### src/dtsr_ram.sv
// ----------------------------------------------------------------------------
// dtsr_ram
// Simple dual-port synchronous RAM: one write port, one read port with
// registered read data.
// ----------------------------------------------------------------------------
module dtsr_ram #(
    parameter int WIDTH = 8,
    parameter int DEPTH = 256
) (
    input  logic                     i_clk,
    input  logic                     i_we,
    input  logic [$clog2(DEPTH)-1:0] i_waddr,
    input  logic [WIDTH-1:0]         i_wdata,
    input  logic [$clog2(DEPTH)-1:0] i_raddr,
    output logic [WIDTH-1:0]         o_rdata
);

    logic [WIDTH-1:0] r_mem [DEPTH];
    logic [WIDTH-1:0] r_rdata;

    always_ff @(posedge i_clk) begin
        if (i_we) begin
            r_mem[i_waddr] <= i_wdata;
        end
        r_rdata <= r_mem[i_raddr];
    end

    assign o_rdata = r_rdata;

endmodule

### config.mk
export PLATFORM = sky130hd
export DESIGN_NAME = dtsr_ram
export DESIGN_NICKNAME = d
export VERILOG_FILES = /design/src/dtsr_ram.sv
export SDC_FILE = /design/constraint.sdc
export NUM_CORES = 2
export LEC_CHECK = 0
export ABC_AREA = 1
export BUFFER_PORTS_ARGS = -buffer_cell sky130_fd_sc_hd__clkbuf_2
export CORE_AREA = 2 2 531 533
export CTS_BUF_LIST = sky130_fd_sc_hd__clkbuf_8
export CTS_CLUSTER_DIAMETER = 60
export DETAILED_ROUTE_END_ITERATION = 7
export DIE_AREA = 0 0 533 535
export GPL_TIMING_DRIVEN = 0
export PLACE_DENSITY_LB_ADDON = 0.25
export SLEW_MARGIN = 5
export SYNTH_ARGS = -nofsm -noshare
export SYNTH_HDL_FRONTEND = slang
export SYNTH_SLANG_ARGS = --single-unit
### constraint.sdc
create_clock -name i_clk -period 4.38 [get_ports i_clk]
set_input_delay 0.438 -clock i_clk [delete_from_list [all_inputs] [get_ports i_clk]]
set_output_delay 0.438 -clock i_clk [all_outputs]
set_load 0.01 [all_outputs]
==> flow_summary_export.csv <==
group,metric,value,unit
run_status,status,"finished with violations",
run_status,failed_checks,"max-capacitance violations, max-slew violations",
die,rows,194,
worst_hold_path,min_to,"r_mem[174][7]$_DFFE_PP_",
sta,fmax,275,MHz
logic_synthesis,synth-async-reset-ratio,0,%
logic_synthesis,syn-instance-count,7003,
route,routedWlPerCell,33.0,um
logic_synthesis,mappedNetlistArea,0.0834,mm^2
cts,htree_num_levels,5,
worst_hold_path,hp-start,"i_wdata[7]",
logic_synthesis,synth_area_leaders,"edfxtp_1 (74%), nand3_1 (12%), nand2_1 (9.6%), buf_2 (1.6%), nor2_1 (1.3%)",
cts,postCtsSetupBuffers,0,
logic_synthesis,synth_area_leader_cell,"edfxtp_1",
sta,fin_worst_skew,0.0652,ns
layout,syn_to_final_growth,14.3,%
setup_path,r2r_cells,10,
die,ioPinCount,34,
sta,period_share,83.1,%
setup_path,path_class,"primary input to register",
logic_synthesis,synth-xor-area-share,0,%
sta,tightest_slew,1.56,ns
cts,clock_sinks,2056,
logic_synthesis,synth_compound_area_share,0,%
layout,final_nets,7439,
logic_synthesis,synth_mux_area_share,0,%
route,wl_met2,163000,um
place,place_hpwl,259000,um
route,vias,61900,
setup_path,regToRegSetupSlack,1.77,ns
global_routing,antenna_found_initial,27,
logic_synthesis,synth_top_family_by_area,"simple AND/OR/NAND/NOR gates",
logic_synthesis,ys.flop_type,"edfxtp_1",
setup_path,start_kind,"primary input",
route,wl_met3,42100,um
route,dr.pass1.iters,6,
route,wirelength,377000,um
layout,final_cells,11400,
logic_synthesis,syn_avg_cell_area,11.9,um^2
cts,cts_buffers,360,
route,final_antenna_net_count,0,
pwr,power.leakage,33.3,nW
worst_hold_path,whs_path_depth,1,
setup_path,required,5.23,ns
die,die_x,533,um
cts,root_buffer,"clkbuf_8",
logic_synthesis,yosys_warnings,0,
route,drc_errors,0,
sta,finalHoldViolations,0,
place,port_buffers,26,
setup_path,cp_max_fo,10,
global_routing,grt_pass1_vias,57400,
die,die_area,0.285,mm^2
place,gp_congestion,0.999,
sta,worst_slack,0.741,ns
sta,timing.final.max_slew_violations,23,
logic_synthesis,synthAdderAreaFrac,0,%
sta,min_period,3.64,ns
global_routing,grt_pass1_wl,498000,um
logic_synthesis,synth_cell_types,14,
global_routing,grt_max_degree,121,
route,highest_layer,"met5",
route,via_per_inst,5.41,
worst_hold_path,hp-class,"primary input to register",
cts,cts_tree,"built",
layout,fillers,27700,
global_routing,grt-ovfl-total,0,
sta,setup_violations,0,
route,drt_iter0_drc,9881,
place,dpl.cell_count,10800,
setup_path,reg2reg_to,"o_rdata[7]$_DFF_P_",
sta,rsz0062_at_grt,"no",
logic_synthesis,synthSimpleGateAreaFrac,22.9,%
die,fp.dieH,535,um
logic_synthesis,yosys.area.top_type_share,73.7,%
setup_path,r2r_start,"r_mem[109][7]$_DFFE_PP_",
global_routing,grt_usage,25.6,%
job,max-cap-violations,2,
logic_synthesis,ys_seq_area_share,73.9,%
place,post-place-ws,-0.0336,ns
cts,clk_latency,1.06,ns
pwr,ir_drop,213,uV
sta,max_slew_margin,-4.21,%
layout,layout-drive-gt1-share,11.1,%
setup_path,cp.arrival,4.48,ns
logic_synthesis,synth_nets,7029,
setup_path,endpoint_kind,"register",
cts,cts_max_path_buffers,4,
pwr,p_per_area,437,mW/mm^2
cts,path_clk_slew,0.06,ns
logic_synthesis,synth_edf_count,2048,
die,design.core.area,0.279,mm^2
route,met1_length,149000,um
logic_synthesis,synth_common_cells,"nand2_1 (2123), edfxtp_1 (2048), nand3_1 (2019)",
logic_synthesis,ys_seq_elements,2056,
die,start_util,29.9,%
logic_synthesis,post-synth-top-count-cell,"nand2_1",
through the flow:
stage | power [mW] | util, % | hold WS (ns) | instance area, um^2 | TNS, ns
after floorplan | 23.5 | - | 0.537 | 83400 | 0
after global placement | 25.4 | 31.6 | 0.828 | 88200 | -2920.83
after detailed placement | 25.4 | 31.8 | 0.832 | 88800 | -0.0336
after CTS | 41.6 | 34.2 | 0.00686 | 95200 | 0
after global routing | 42.6 | 34.2 | 0.0499 | 95300 | 0
final | 41.6 | 34.2 | 0.0442 | 95300 | 0
flip-flops by register name, indices dropped and copies added (netlist names):
name,flops
r_mem,2048
o_rdata,8
metal layers:
metal  global-route usage (%)  vias to the layer above
li1                         -                    25800
met1                     34.1                    31300
met2                     38.3                     3971
met3                     6.39                      799
met4                     13.5                        8
met5                        0                        -
area by class of cell:
cell class	instances	area (um^2)	share of cell area, %
well taps	3724	4660	4.89
multi-input cells	4425	19200	20.1
repair buffers	48	706	0.741
clock inverters	274	1380	1.45
diodes	13	32.5	0.0341
inverters	39	149	0.156
clock buffers	366	5040	5.29
flip-flops and latches	2056	61700	64.7
plain buffers	483	2490	2.61
cell families (layout without fill, tap and decap cells):
kind of cell	count (synthesis)	count (layout)
flops	2056	2056
other cells	0	13
simple gates	4425	4425
buf+inv	522	1210
what timing repair did:
action,in CTS,in global routing
hold buffers,5,0
gates resized for setup,0,0
hold endpoints to repair,117,0
endpoints found under the setup margin,0,0
placed cells by master, fill, tap and decap left out, drive strengths merged:
cell         synthesis  layout
nand2             2123    2123
edfxtp            2048    2048
nand3             2019    2019
clkbuf             112     504
buf                371     388
nor2               283     283
inv                 39     172
clkinv               0     130
diode                0      13
dfxtp                8       8
clkinvlp             0       6
bufinv               0       5
dlygate4sd3          0       5
where the power goes:
part / switching [mW] / internal [mW]
sequential: 0.0131 / 21.7
clock: 8.44 / 8.10
combinational: 2.73 / 0.652
total: 11.2 / 30.5
worst max path at each step:
stage	startpoint	endpoint	cells past startpoint
after floorplan	i_we	r_mem[162][0]$_DFFE_PP_	4
after global placement	i_wdata[4]	r_mem[170][4]$_DFFE_PP_	1
after detailed placement	i_raddr[3]	o_rdata[6]$_DFF_P_	10
after CTS	i_raddr[3]	o_rdata[6]$_DFF_P_	10
after global routing	i_raddr[3]	o_rdata[6]$_DFF_P_	10
final	i_raddr[3]	o_rdata[6]$_DFF_P_	10
critical path, cell delays in order:
cell and delay [ns]:
clkbuf_2 0.25, clkbuf_1 1.03, clkbuf_1 1.10, nand3_1 0.33, nand3_1 0.17, nand3_1 0.40
nand3_1 0.32, nand2_1 0.18, nand2_1 0.10, nand2_1 0.14
Note: power is estimated with default switching activity, not from simulation.
